**config.mk**
```make
export PLATFORM = sky130hd
export DESIGN_NAME = priority_ordered_wait_queue
export DESIGN_NICKNAME = d
export VERILOG_FILES = /design/src/rtl/core/pwq_pkg.sv /design/src/rtl/core/priority_ordered_wait_queue.sv /design/src/rtl/core/pwq_cell.sv
export SDC_FILE = /design/constraint.sdc
export NUM_CORES = 1
export LEC_CHECK = 0
export ABC_AREA = 1
export ABC_CLOCK_PERIOD_IN_PS = 23300
export BUFFER_PORTS_ARGS = -buffer_cell sky130_fd_sc_hd__buf_2
export CORE_AREA = 5 5 212 214
export CTS_CLUSTER_DIAMETER = 50
export DETAILED_ROUTE_END_ITERATION = 6
export DIE_AREA = 0 0 217 219
export GPL_TIMING_DRIVEN = 0
export PLACE_DENSITY_LB_ADDON = 0.05
export REMOVE_ABC_BUFFERS = 1
export SLEW_MARGIN = 20
export SYNTH_ARGS = -nofsm -noshare
export SYNTH_HDL_FRONTEND = slang
export SYNTH_HIERARCHICAL = 1
export SYNTH_SLANG_ARGS = --single-unit
export TNS_END_PERCENT = 1
```
**constraint.sdc**
```tcl
create_clock -name clk_i -period 23.3 [get_ports clk_i]
set_clock_uncertainty 0.1 [all_clocks]
set_input_delay 4.66 -clock clk_i [delete_from_list [all_inputs] [get_ports clk_i]]
set_output_delay 4.66 -clock clk_i [all_outputs]
set_load 0.02 [all_outputs]
```
**src/rtl/core/pwq_pkg.sv**
```systemverilog
// Shared types and constants for the priority-ordered wait queue.
// Used by pwq_cell and priority_ordered_wait_queue; no dependencies.
`default_nettype none

package pwq_pkg;

  // Kernel actions carried by one input item
  typedef enum logic [2:0] {
    ACT_WAIT       = 3'd0,
    ACT_WAKE_HEAD  = 3'd1,
    ACT_WAKE_NAMED = 3'd2,
    ACT_RELEASE    = 3'd3,
    ACT_FLUSH      = 3'd4
  } action_e;

  // Sequencer states
  typedef enum logic {
    ST_IDLE = 1'b0,
    ST_EXEC = 1'b1
  } state_e;

  // Operation broadcast to every cell of the chain
  typedef enum logic [1:0] {
    CELL_HOLD         = 2'd0,
    CELL_INSERT       = 2'd1,
    CELL_REMOVE_NAMED = 2'd2,
    CELL_REMOVE_HEAD  = 2'd3
  } cell_op_e;

  typedef struct packed {
    cell_op_e op;
    logic     by_prio;
  } cell_ctrl_t;

  // Configuration port
  localparam int unsigned CFG_ADDR_W = 3;
  localparam int unsigned CFG_DATA_W = 32;
  localparam logic        REG_PRIORITY_MODE = 1'b0;  // register index, paddr[2]

endpackage

`default_nettype wire

```
**src/rtl/core/priority_ordered_wait_queue.sv**
```systemverilog
// Top level of the priority-ordered wait queue: command sequencer,
// configuration register and a chain of pwq_cell slots.
// Depends on pwq_pkg and pwq_cell.
//
// Channel   Ports                                     Handshake
// -------   ----------------------------------------  ----------------------------
// command   start, busy, action_i .. wait_ticks_i     taken when start & !busy
// result    result_valid_o, woken_task_o .. last_o    one-cycle strobe, no stall
// config    psel, penable, pwrite, paddr, pwdata,     APB, written at access phase
//           prdata, pready                            pready tied high
//
// An item is taken at one edge, applied to the chain in the following cycle
// (one parallel compare per cell plus the hit chain along the row) and its
// result appears on the strobe in the cycle after that; no item is taken while busy.
// A flush of N waiters emits one item per cycle from the head.
// Reset empties the queue (slot valid bits clear) and selects priority mode.
// The receiver cannot stall; results are never held back.
`default_nettype none

module priority_ordered_wait_queue import pwq_pkg::*; #(
  parameter int unsigned QUEUE_DEPTH = 16,
  parameter int unsigned TASK_BITS   = 5,
  parameter int unsigned PRIO_BITS   = 5
) (
  input  wire logic                              clk_i,
  input  wire logic                              rst_ni,
  // command
  input  wire logic                              start,
  output logic                                   busy,
  input  wire logic [2:0]                        action_i,
  input  wire logic [TASK_BITS-1:0]              task_id_i,
  input  wire logic [PRIO_BITS-1:0]              priority_req_i,
  input  wire logic [31:0]                       message_i,
  input  wire logic [7:0]                        wait_result_i,
  input  wire logic [31:0]                       wait_ticks_i,
  // result
  output logic                                   result_valid_o,
  output logic [TASK_BITS-1:0]                   woken_task_o,
  output logic                                   woken_valid_o,
  output logic [31:0]                            woken_message_o,
  output logic [7:0]                             woken_result_o,
  output logic                                   make_ready_o,
  output logic [31:0]                            start_timeout_o,
  output logic [$clog2(QUEUE_DEPTH+1)-1:0]       waiters_before_o,
  output logic                                   queue_full_drop_o,
  output logic                                   not_found_o,
  output logic                                   last_o,
  // configuration
  input  wire logic                              psel,
  input  wire logic                              penable,
  input  wire logic                              pwrite,
  input  wire logic [CFG_ADDR_W-1:0]             paddr,
  input  wire logic [CFG_DATA_W-1:0]             pwdata,
  output logic [CFG_DATA_W-1:0]                  prdata,
  output logic                                   pready
);

  localparam int unsigned OCC_W = $clog2(QUEUE_DEPTH + 1);

  // ---------------------------------------------------------------------
  // Configuration register
  // ---------------------------------------------------------------------
  logic mode_q;

  assign pready = 1'b1;

  always_ff @(posedge clk_i or negedge rst_ni) begin
    if (!rst_ni) begin
      mode_q <= 1'b1;
    end else if (psel && penable && pwrite && (paddr[2] == REG_PRIORITY_MODE)) begin
      mode_q <= pwdata[0];
    end
  end

  // Unmapped addresses read as zero
  assign prdata = (paddr[2] == REG_PRIORITY_MODE) ? {{(CFG_DATA_W-1){1'b0}}, mode_q}
                                                  : '0;

  // ---------------------------------------------------------------------
  // Command capture
  // ---------------------------------------------------------------------
  state_e               state_q, state_d;
  action_e              act_q;
  logic [TASK_BITS-1:0] key_task_q;
  logic [PRIO_BITS-1:0] key_prio_q;
  logic [31:0]          msg_q;
  logic [7:0]           res_q;
  logic [31:0]          ticks_q;
  logic [OCC_W-1:0]     before_q;
  logic [OCC_W-1:0]     occ_q, occ_d;
  logic                 accept;

  assign accept = start && !busy;

  always_ff @(posedge clk_i) begin
    if (accept) begin
      act_q      <= action_e'(action_i);
      key_task_q <= task_id_i;
      key_prio_q <= priority_req_i;
      msg_q      <= message_i;
      res_q      <= wait_result_i;
      ticks_q    <= wait_ticks_i;
      before_q   <= occ_q;  // occupancy seen by this item
    end
  end

  // ---------------------------------------------------------------------
  // Cell chain; ext_* pads an empty slot at both ends
  // ---------------------------------------------------------------------
  cell_ctrl_t           cell_ctrl;
  logic [QUEUE_DEPTH:0] hit_chain;
  logic                 ext_valid [QUEUE_DEPTH+2];
  logic [TASK_BITS-1:0] ext_task  [QUEUE_DEPTH+2];
  logic [PRIO_BITS-1:0] ext_prio  [QUEUE_DEPTH+2];
  logic [QUEUE_DEPTH-1:0] cell_valid;

  assign ext_valid[0]             = 1'b0;
  assign ext_task[0]              = '0;
  assign ext_prio[0]              = '0;
  assign ext_valid[QUEUE_DEPTH+1] = 1'b0;
  assign ext_task[QUEUE_DEPTH+1]  = '0;
  assign ext_prio[QUEUE_DEPTH+1]  = '0;

  // Head removal and flush shift every slot
  assign hit_chain[0] = (cell_ctrl.op == CELL_REMOVE_HEAD);

  for (genvar gi = 0; gi < QUEUE_DEPTH; gi++) begin : g_cell
    pwq_cell #(
      .TASK_BITS (TASK_BITS),
      .PRIO_BITS (PRIO_BITS)
    ) u_cell (
      .clk_i         (clk_i),
      .rst_ni        (rst_ni),
      .ctrl_i        (cell_ctrl),
      .key_task_i    (key_task_q),
      .key_prio_i    (key_prio_q),
      .hit_i         (hit_chain[gi]),
      .hit_o         (hit_chain[gi+1]),
      .left_valid_i  (ext_valid[gi]),
      .left_task_i   (ext_task[gi]),
      .left_prio_i   (ext_prio[gi]),
      .right_valid_i (ext_valid[gi+2]),
      .right_task_i  (ext_task[gi+2]),
      .right_prio_i  (ext_prio[gi+2]),
      .valid_o       (ext_valid[gi+1]),
      .task_o        (ext_task[gi+1]),
      .prio_o        (ext_prio[gi+1])
    );
    assign cell_valid[gi] = ext_valid[gi+1];
  end

  // ---------------------------------------------------------------------
  // Sequencer: next state
  // ---------------------------------------------------------------------
  logic occ_empty, occ_full, occ_one;

  assign occ_empty = (occ_q == '0);
  assign occ_full  = (occ_q == OCC_W'(QUEUE_DEPTH));
  assign occ_one   = (occ_q == OCC_W'(1));

  always_comb begin
    state_d = state_q;
    unique case (state_q)
      ST_IDLE: if (accept) state_d = ST_EXEC;
      // Stay while a flush still has entries after this one
      ST_EXEC: if (!((act_q == ACT_FLUSH) && !occ_empty && !occ_one)) state_d = ST_IDLE;
      default: state_d = ST_IDLE;
    endcase
  end

  always_ff @(posedge clk_i or negedge rst_ni) begin
    if (!rst_ni) begin
      state_q <= ST_IDLE;
    end else begin
      state_q <= state_d;
    end
  end

  // ---------------------------------------------------------------------
  // Sequencer: outputs (cell operation and result of this cycle)
  // ---------------------------------------------------------------------
  logic                 rv_d, wv_d, rdy_d, drop_d, nf_d, last_d;
  logic [TASK_BITS-1:0] wtask_d;
  logic [31:0]          wmsg_d, tmo_d;
  logic [7:0]           wres_d;

  always_comb begin
    busy              = (state_q != ST_IDLE);
    cell_ctrl.op      = CELL_HOLD;
    cell_ctrl.by_prio = mode_q;
    occ_d             = occ_q;
    rv_d              = 1'b0;
    wtask_d           = '0;
    wv_d              = 1'b0;
    wmsg_d            = '0;
    wres_d            = '0;
    rdy_d             = 1'b0;
    tmo_d             = '0;
    drop_d            = 1'b0;
    nf_d              = 1'b0;
    last_d            = 1'b1;
    if (state_q == ST_EXEC) begin
      rv_d = 1'b1;
      unique case (act_q)
        ACT_WAIT: begin
          if (occ_full) begin
            drop_d = 1'b1;
          end else begin
            cell_ctrl.op = CELL_INSERT;
            occ_d        = occ_q + OCC_W'(1);
            tmo_d        = ticks_q;
          end
        end
        ACT_WAKE_HEAD: begin
          if (occ_empty) begin
            nf_d = 1'b1;
          end else begin
            cell_ctrl.op = CELL_REMOVE_HEAD;
            occ_d        = occ_q - OCC_W'(1);
            wtask_d      = ext_task[1];
            wv_d         = 1'b1;
            wmsg_d       = msg_q;
            wres_d       = res_q;
            rdy_d        = 1'b1;
          end
        end
        ACT_WAKE_NAMED, ACT_RELEASE: begin
          // Chain end tells whether any slot matched; a miss leaves all slots
          cell_ctrl.op = CELL_REMOVE_NAMED;
          if (hit_chain[QUEUE_DEPTH]) begin
            occ_d   = occ_q - OCC_W'(1);
            wtask_d = key_task_q;
            wv_d    = 1'b1;
            wmsg_d  = msg_q;
            wres_d  = res_q;
            rdy_d   = (act_q == ACT_WAKE_NAMED);
          end else begin
            nf_d = 1'b1;
          end
        end
        ACT_FLUSH: begin
          if (!occ_empty) begin
            cell_ctrl.op = CELL_REMOVE_HEAD;
            occ_d        = occ_q - OCC_W'(1);
            wtask_d      = ext_task[1];
            wv_d         = 1'b1;
            wmsg_d       = msg_q;
            wres_d       = res_q;
            rdy_d        = 1'b1;
            last_d       = occ_one;
          end
        end
        default: ;  // unused codes: empty result
      endcase
    end
  end

  always_ff @(posedge clk_i or negedge rst_ni) begin
    if (!rst_ni) begin
      occ_q          <= '0;
      result_valid_o <= 1'b0;
    end else begin
      occ_q          <= occ_d;
      result_valid_o <= rv_d;
    end
  end

  // Result payload, held in registers so the strobe comes straight off a flop
  always_ff @(posedge clk_i) begin
    if (rv_d) begin
      woken_task_o      <= wtask_d;
      woken_valid_o     <= wv_d;
      woken_message_o   <= wmsg_d;
      woken_result_o    <= wres_d;
      make_ready_o      <= rdy_d;
      start_timeout_o   <= tmo_d;
      waiters_before_o  <= before_q;
      queue_full_drop_o <= drop_d;
      not_found_o       <= nf_d;
      last_o            <= last_d;
    end
  end

`ifndef SYNTHESIS
  // Occupied slots form the count held in the occupancy register
  a_occ_matches_cells: assert property (@(posedge clk_i) disable iff (!rst_ni)
    $countones(cell_valid) == occ_q)
    else $error("slot valid bits disagree with occupancy");

  a_occ_bounded: assert property (@(posedge clk_i) disable iff (!rst_ni)
    occ_q <= OCC_W'(QUEUE_DEPTH))
    else $error("occupancy above queue depth");

  // A result that is not the last of its item is followed by another
  a_flush_continues: assert property (@(posedge clk_i) disable iff (!rst_ni)
    result_valid_o && !last_o |=> result_valid_o)
    else $error("flush stopped before its last item");

  // Every accepted item produces its first result from the execute state via the result register
  a_item_latency: assert property (@(posedge clk_i) disable iff (!rst_ni)
    accept |-> ##2 result_valid_o)
    else $error("result missing after accepted item");
`endif

endmodule

`default_nettype wire

```
**src/rtl/core/pwq_cell.sv**
```systemverilog
// One slot of the wait-queue chain: holds a task and its priority and
// shifts toward the tail on insert or toward the head on removal.
// Depends on pwq_pkg.
`default_nettype none

module pwq_cell import pwq_pkg::*; #(
  parameter int unsigned TASK_BITS = 5,
  parameter int unsigned PRIO_BITS = 5
) (
  input  wire logic                 clk_i,
  input  wire logic                 rst_ni,
  input  wire cell_ctrl_t           ctrl_i,
  input  wire logic [TASK_BITS-1:0] key_task_i,
  input  wire logic [PRIO_BITS-1:0] key_prio_i,
  input  wire logic                 hit_i,
  output logic                      hit_o,
  input  wire logic                 left_valid_i,
  input  wire logic [TASK_BITS-1:0] left_task_i,
  input  wire logic [PRIO_BITS-1:0] left_prio_i,
  input  wire logic                 right_valid_i,
  input  wire logic [TASK_BITS-1:0] right_task_i,
  input  wire logic [PRIO_BITS-1:0] right_prio_i,
  output logic                      valid_o,
  output logic [TASK_BITS-1:0]      task_o,
  output logic [PRIO_BITS-1:0]      prio_o
);

  logic                 valid_q, valid_d;
  logic [TASK_BITS-1:0] task_q, task_d;
  logic [PRIO_BITS-1:0] prio_q, prio_d;
  logic                 match;

  // Insert: first empty slot, or in priority mode first strictly larger priority number.
  // Named removal: first slot holding the key task.
  always_comb begin
    case (ctrl_i.op)
      CELL_INSERT:       match = !valid_q || (ctrl_i.by_prio && (prio_q > key_prio_i));
      CELL_REMOVE_NAMED: match = valid_q && (task_q == key_task_i);
      default:           match = 1'b0;
    endcase
  end

  assign hit_o = hit_i | match;

  always_comb begin
    valid_d = valid_q;
    task_d  = task_q;
    prio_d  = prio_q;
    case (ctrl_i.op)
      CELL_INSERT: begin
        if (hit_i) begin
          valid_d = left_valid_i;
          task_d  = left_task_i;
          prio_d  = left_prio_i;
        end else if (match) begin
          valid_d = 1'b1;
          task_d  = key_task_i;
          prio_d  = key_prio_i;
        end
      end
      CELL_REMOVE_NAMED, CELL_REMOVE_HEAD: begin
        if (hit_o) begin
          valid_d = right_valid_i;
          task_d  = right_task_i;
          prio_d  = right_prio_i;
        end
      end
      default: ;
    endcase
  end

  always_ff @(posedge clk_i or negedge rst_ni) begin
    if (!rst_ni) begin
      valid_q <= 1'b0;
    end else begin
      valid_q <= valid_d;
    end
  end

  always_ff @(posedge clk_i) begin
    task_q <= task_d;
    prio_q <= prio_d;
  end

  assign valid_o = valid_q;
  assign task_o  = task_q;
  assign prio_o  = prio_q;

endmodule

`default_nettype wire
```
# Word level (Yosys, flattened, before mapping)
# Cells that the tools add are included.
# op_classes
n_lt_le_gt_ge,16
n_addsub,2
n_bitwise,20
eq_ne,60
n_reduce_logical,100
muxes,238
# ops
cell,count
5-bit 2-to-1 mux,100
5-bit case mux with 2 select lines,33
5-bit == test,16
5-bit > comparator,16
1-bit case mux with 2 select lines,36
32-bit 2-to-1 mux,2
32-bit case mux with 2 select lines,1
1-bit 2-to-1 mux,59
"3-bit by 1-bit inequality test with 1-bit output, second input constant",16
3-bit AND reduction,16
1-bit logical AND,38
"2-bit by 1-bit inequality test with 1-bit output, second input constant",17
1-bit logical NOT,19
1-bit logical OR,16
8-bit 2-to-1 mux,2
1-bit bitwise OR,16
8-bit case mux with 2 select lines,1
5-bit case mux with 3 select lines,1
"3-bit by 2-bit == test with 1-bit output, second input constant",2
2-bit case mux with 3 select lines,1
2-bit OR reduction,3
3-bit OR reduction,2
"5-bit by 1-bit adder with 5-bit output, second input constant",1
"5-bit by 1-bit == test with 1-bit output, second input constant",1
15 further kinds,21
# word_totals
input_bits,126
regBits,361
elab_cells,505
out_inout_bits,122

# Logic depth before layout (Yosys ltp)
# depth
depth_word,24
ltp_mapped,67
ltp_nobuf,52

# Cells and area by module
# Netlist, hierarchy kept.
# modules_own_cells
mod,area_per_inst_um2,cells_per_inst,seq_area_each_um2,n_inst
pwq_cell (g_cell[15].u_cell ...),865.8,119,325.3,10
priority_ordered_wait_queue,7191.9,505,5516.5,1
pwq_cell (g_cell[0].u_cell ...),868.3,120,325.3,6

# Worst setup path before layout
# Ideal clock, no wire load.
# synth_path
path_type,register to register
from,"register state_q, in the netlist busy"
to,"register woken_message_o[0], data pin"
setup_time_ps,251
required_time_ps,22949
setup_slack_ps,9981
path_stages_with_launch,60
synth_period_minus_slack_ps,13319
arrival_ps,12968
path_buffers,17
path_cell_list,dfrtp_1 buf_6 clkinv_1 nor2_1 inv_1 ha_1 nand2_1 nand2_1 nand2_2 nand2_1 inv_1 clkbuf_1 nand2_1 inv_1 clkbuf_1 nand2_1 inv_1 clkbuf_1 (+24 left out) nand2_1 inv_1 clkbuf_1 nand2_1 inv_1 clkbuf_1 nand2_1 inv_1 clkbuf_1 nand2_1 inv_1 clkbuf_1 nand2_1 nand2_1 nand2_2 nand2_4 buf_8 nor2_2
# synth_lines
element,line,rtl
start: declaration,priority_ordered_wait_queue.sv:82,"state_e state_q, state_d;"
start signal: assignment,priority_ordered_wait_queue.sv:175,state_q <= state_d;
end signal: assignment,priority_ordered_wait_queue.sv:273,woken_message_o <= wmsg_d;
end: declaration,priority_ordered_wait_queue.sv:40,"output logic [31:0] woken_message_o,"

==> impl_metrics.py <==
metrics = {
    "outcome": {
        "status": "finished clean",
    },
    "sta": {
        "relSlewSlack": 0.433,
        "tightestPinTransition_ns": 0.851,
        "setup_ws_ns": 7.74,
        "fmax_mhz": 64.3,
        "finalHoldViolations": 0,
        "drv_slew": 0,
        "fin_tns_setup_ns": 0,
        "rsz0062_at_grt": "false",
        "finalCritPeriodShare": 0.668,
        "setup_viol": 0,
        "fin_crit_ns": 15.56,
    },
    "global_route": {
        "gr-total-overflow": 0,
        "met1_usage": 0.287,
        "grt_pass1_vias": 16100,
        "grt_start_max_net_pins": 53,
        "met2_usage": 0.377,
        "gr-usage-met3": 0.0298,
        "grt_first_pass_wirelength_mm": 83.9,
        "grt_usage": 0.218,
        "antenna_found_initial": 1,
        "busiest_layer": "met2",
    },
    "clock_network": {
        "hold_buffers": 0,
        "cts-root-buf": "clkbuf_16",
        "path_clk_slew_ns": 0.06,
        "postCtsSetupBuffers": 0,
        "cts_resized": 0,
        "cts_tree": "built",
        "clockBufferDepth": 3,
        "clkSinkCount": 361,
        "cts-buffers-inserted": 46,
        "insertion_delay_ns": 0.58,
        "htreeDepth": 2,
    },
    "routing": {
        "ant_nets": 0,
        "wl_per_cell_um": 16.6,
        "drcViolationCount": 0,
        "vias_per_cell": 5.16,
        "totalWireLength_mm": 53.2,
        "dr.pass1.iters": 6,
        "drt-initial-drc-count": 1275,
        "vias": 16500,
    },
    "logic_synthesis": {
        "syn_avg_cell_area_um2": 8.72,
        "ys_seq_area_frac": 0.509,
        "synth_xor_area_frac": 0.00707,
        "synth_fa_ha_area_frac": 0.0784,
        "synth-seq-cells": 361,
        "yosysWarningCount": 6,
        "ys_types": 32,
        "syn-cell-area_um2": 21100,
        "synth_mux_area_frac": 0,
        "synth_top_family_by_area": "simple AND/OR/NAND/NOR gates",
        "synth-compound-area-share": 0.0822,
        "synth_simple_gate_area_frac": 0.231,
        "syn_inst": 2415,
    },
    "worst_setup_path": {
        "critical_path.slowest_cell": "dfrtp_4",
        "cpMostUsedCell": "nand2_1",
        "r2r_slack_ns": 7.74,
        "crit_type": "flip-flop to flip-flop",
        "cp.arrival_ns": 15.75,
        "cp_max_fo": 52,
        "end_kind": "flip-flop",
        "critPathLaunchType": "flip-flop",
        "worst_ep_required_time_ns": 23.49,
        "slowest_delay_ns": 0.83,
    },
    "placed_design": {
        "pre_cts_slack_ns": 7.92,
        "portBuffers": 182,
        "place_inst": 3118,
        "gp_congestion": 0.849,
        "dp_hpwl_mm": 39.0,
    },
    "power_and_ir_drop": {
        "vdd_drop_max_mv": 0.105,
        "power_density_nw_per_um2": 98.2,
        "power_mw": 2.41,
        "p_leak_nw": 11.5,
    },
    "floorplan": {
        "ios": 248,
        "start_util": 0.493,
        "rows": 76,
        "die-area_um2": 47500,
        "die_h_um": 219,
        "core-area_um2": 42700,
        "die_w_um": 217,
    },
    "run": {
        "max_cap_viol_count": 0,
    },
    "finish": {
        "nNetsFinal": 2878,
        "final_common_cell": "nand2_1",
        "instances_no_fill": 3203,
        "fin_util": 0.574,
        "final_cell_mix": "nand2_1 (671), inv_1 (362), edfxtp_1 (337), nor2_1 (232), buf_2 (182)",
        "layout-drive-gt1-share": 0.162,
        "area_growth_syn_to_layout_pct": 16.3,
    },
    "worst_hold_path": {
        "hold_class": "flip-flop to flip-flop",
    },
}
==> synthesized netlist by cell type (all sizes together) <==
library cell / number / area [µm²]
or2: 17 / 106
nor2: 308 / 1340
a31oi: 160 / 1000
conb: 2 / 7.51
nor3: 7 / 35.0
inv: 363 / 1360
o21ai: 59 / 295
nand4: 5 / 31.3
dfrtp: 23 / 576
xor2: 17 / 149
dfstp: 1 / 26.3
clkbuf: 64 / 240
a21boi: 16 / 120
nand3: 96 / 578
o22ai: 17 / 106
o21a: 1 / 7.51
a21oi: 40 / 200
buf: 41 / 338
nand2: 708 / 2770
ha: 132 / 1650
clkinv: 1 / 3.75
edfxtp: 337 / 10100
==> cells by family (layout without fill, tap and decap cells) <==
logic type | Yosys count | after routing
AND/OR/NAND/NOR | 1141 | 1141
other | 2 | 55
XOR/XNOR | 17 | 17
buffers and inverters | 469 | 658
flip-flops | 361 | 361
adder cells (fa/ha/maj) | 132 | 132
AO/OA/AOI/OAI | 293 | 293
==> flip-flops by register name (all words and copies together), names as in the netlist, 3 cells and up <==
name                   count
g_cell.u_cell/prio_o      80
g_cell.u_cell/task_o      80
msg_q                     32
start_timeout_o           32
ticks_q                   32
woken_message_o           32
g_cell.u_cell/valid_o     16
res_q                      8
woken_result_o             8
before_q                   5
key_prio_q                 5
key_task_q                 5
occ_q                      5
waiters_before_o           5
woken_task_o               5
act_q                      3
==> area by class of cell <==
class | instances | area, µm²
Inverter | 364 | 1370
Timing Repair Buffer | 210 | 1480
Sequential cell | 361 | 10700
Clock inverter | 22 | 329
Antenna cell | 1 | 2.50
Multi-Input combinational cell | 1637 | 8650
Tap cell | 546 | 683
Clock buffer | 62 | 1250
Fill cell | 3806 | 18200
==> path summary, 6_finish.rpt <==
| kind | startpoint | to | depth (start not counted) |
|---|---|---|---|
| worst min register to register | before_q[0]$_DFFE_PP_ | waiters_before_o[0]$_DFFE_PP_ | 0 |
| worst max register to register | busy$_DFF_PN0_ | woken_result_o[7]$_SDFFCE_PN0P_ | 44 |
| worst min-delay path | before_q[0]$_DFFE_PP_ | waiters_before_o[0]$_DFFE_PP_ | 0 |
| worst max-delay path | busy$_DFF_PN0_ | woken_result_o[7]$_SDFFCE_PN0P_ | 44 |
| min in group asynchronous | rst_ni | g_cell[0].u_cell/valid_o$_DFFE_PN0P_ | 1 |
| max in group asynchronous | rst_ni | busy$_DFF_PN0_ | 1 |
==> power breakdown <==
| part | switching, mW | internal, mW |
|---|---|---|
| registers | 0.121 | 0.883 |
| logic | 0.441 | 0.227 |
| clock network | 0.277 | 0.457 |
| total | 0.839 | 1.57 |
==> critical path: cells and delay by family (launching register included) <==
family,cells,cell delay [ns]
flops,1,0.83
fa+ha+maj,1,0.18
simple gates,24,6.73
buf+inv,19,7.31
==> through the flow <==
step           hold WS, ns  cell area, µm²
3_5_place_dp         0.308           22900
2_1_floorplan        0.300           20700
5_1_grt              0.329           24500
6_report             0.323           24500
4_1_cts              0.324           24500
3_3_place_gp         0.305           22300
==> routing by layer <==
layer,up-vias,part of all wire
met3,100,0.053
li1,8232,-
met4,0,0.027
met2,414,0.49
met5,-,0
met1,7767,0.43
(Power assumes the default switching activity.)
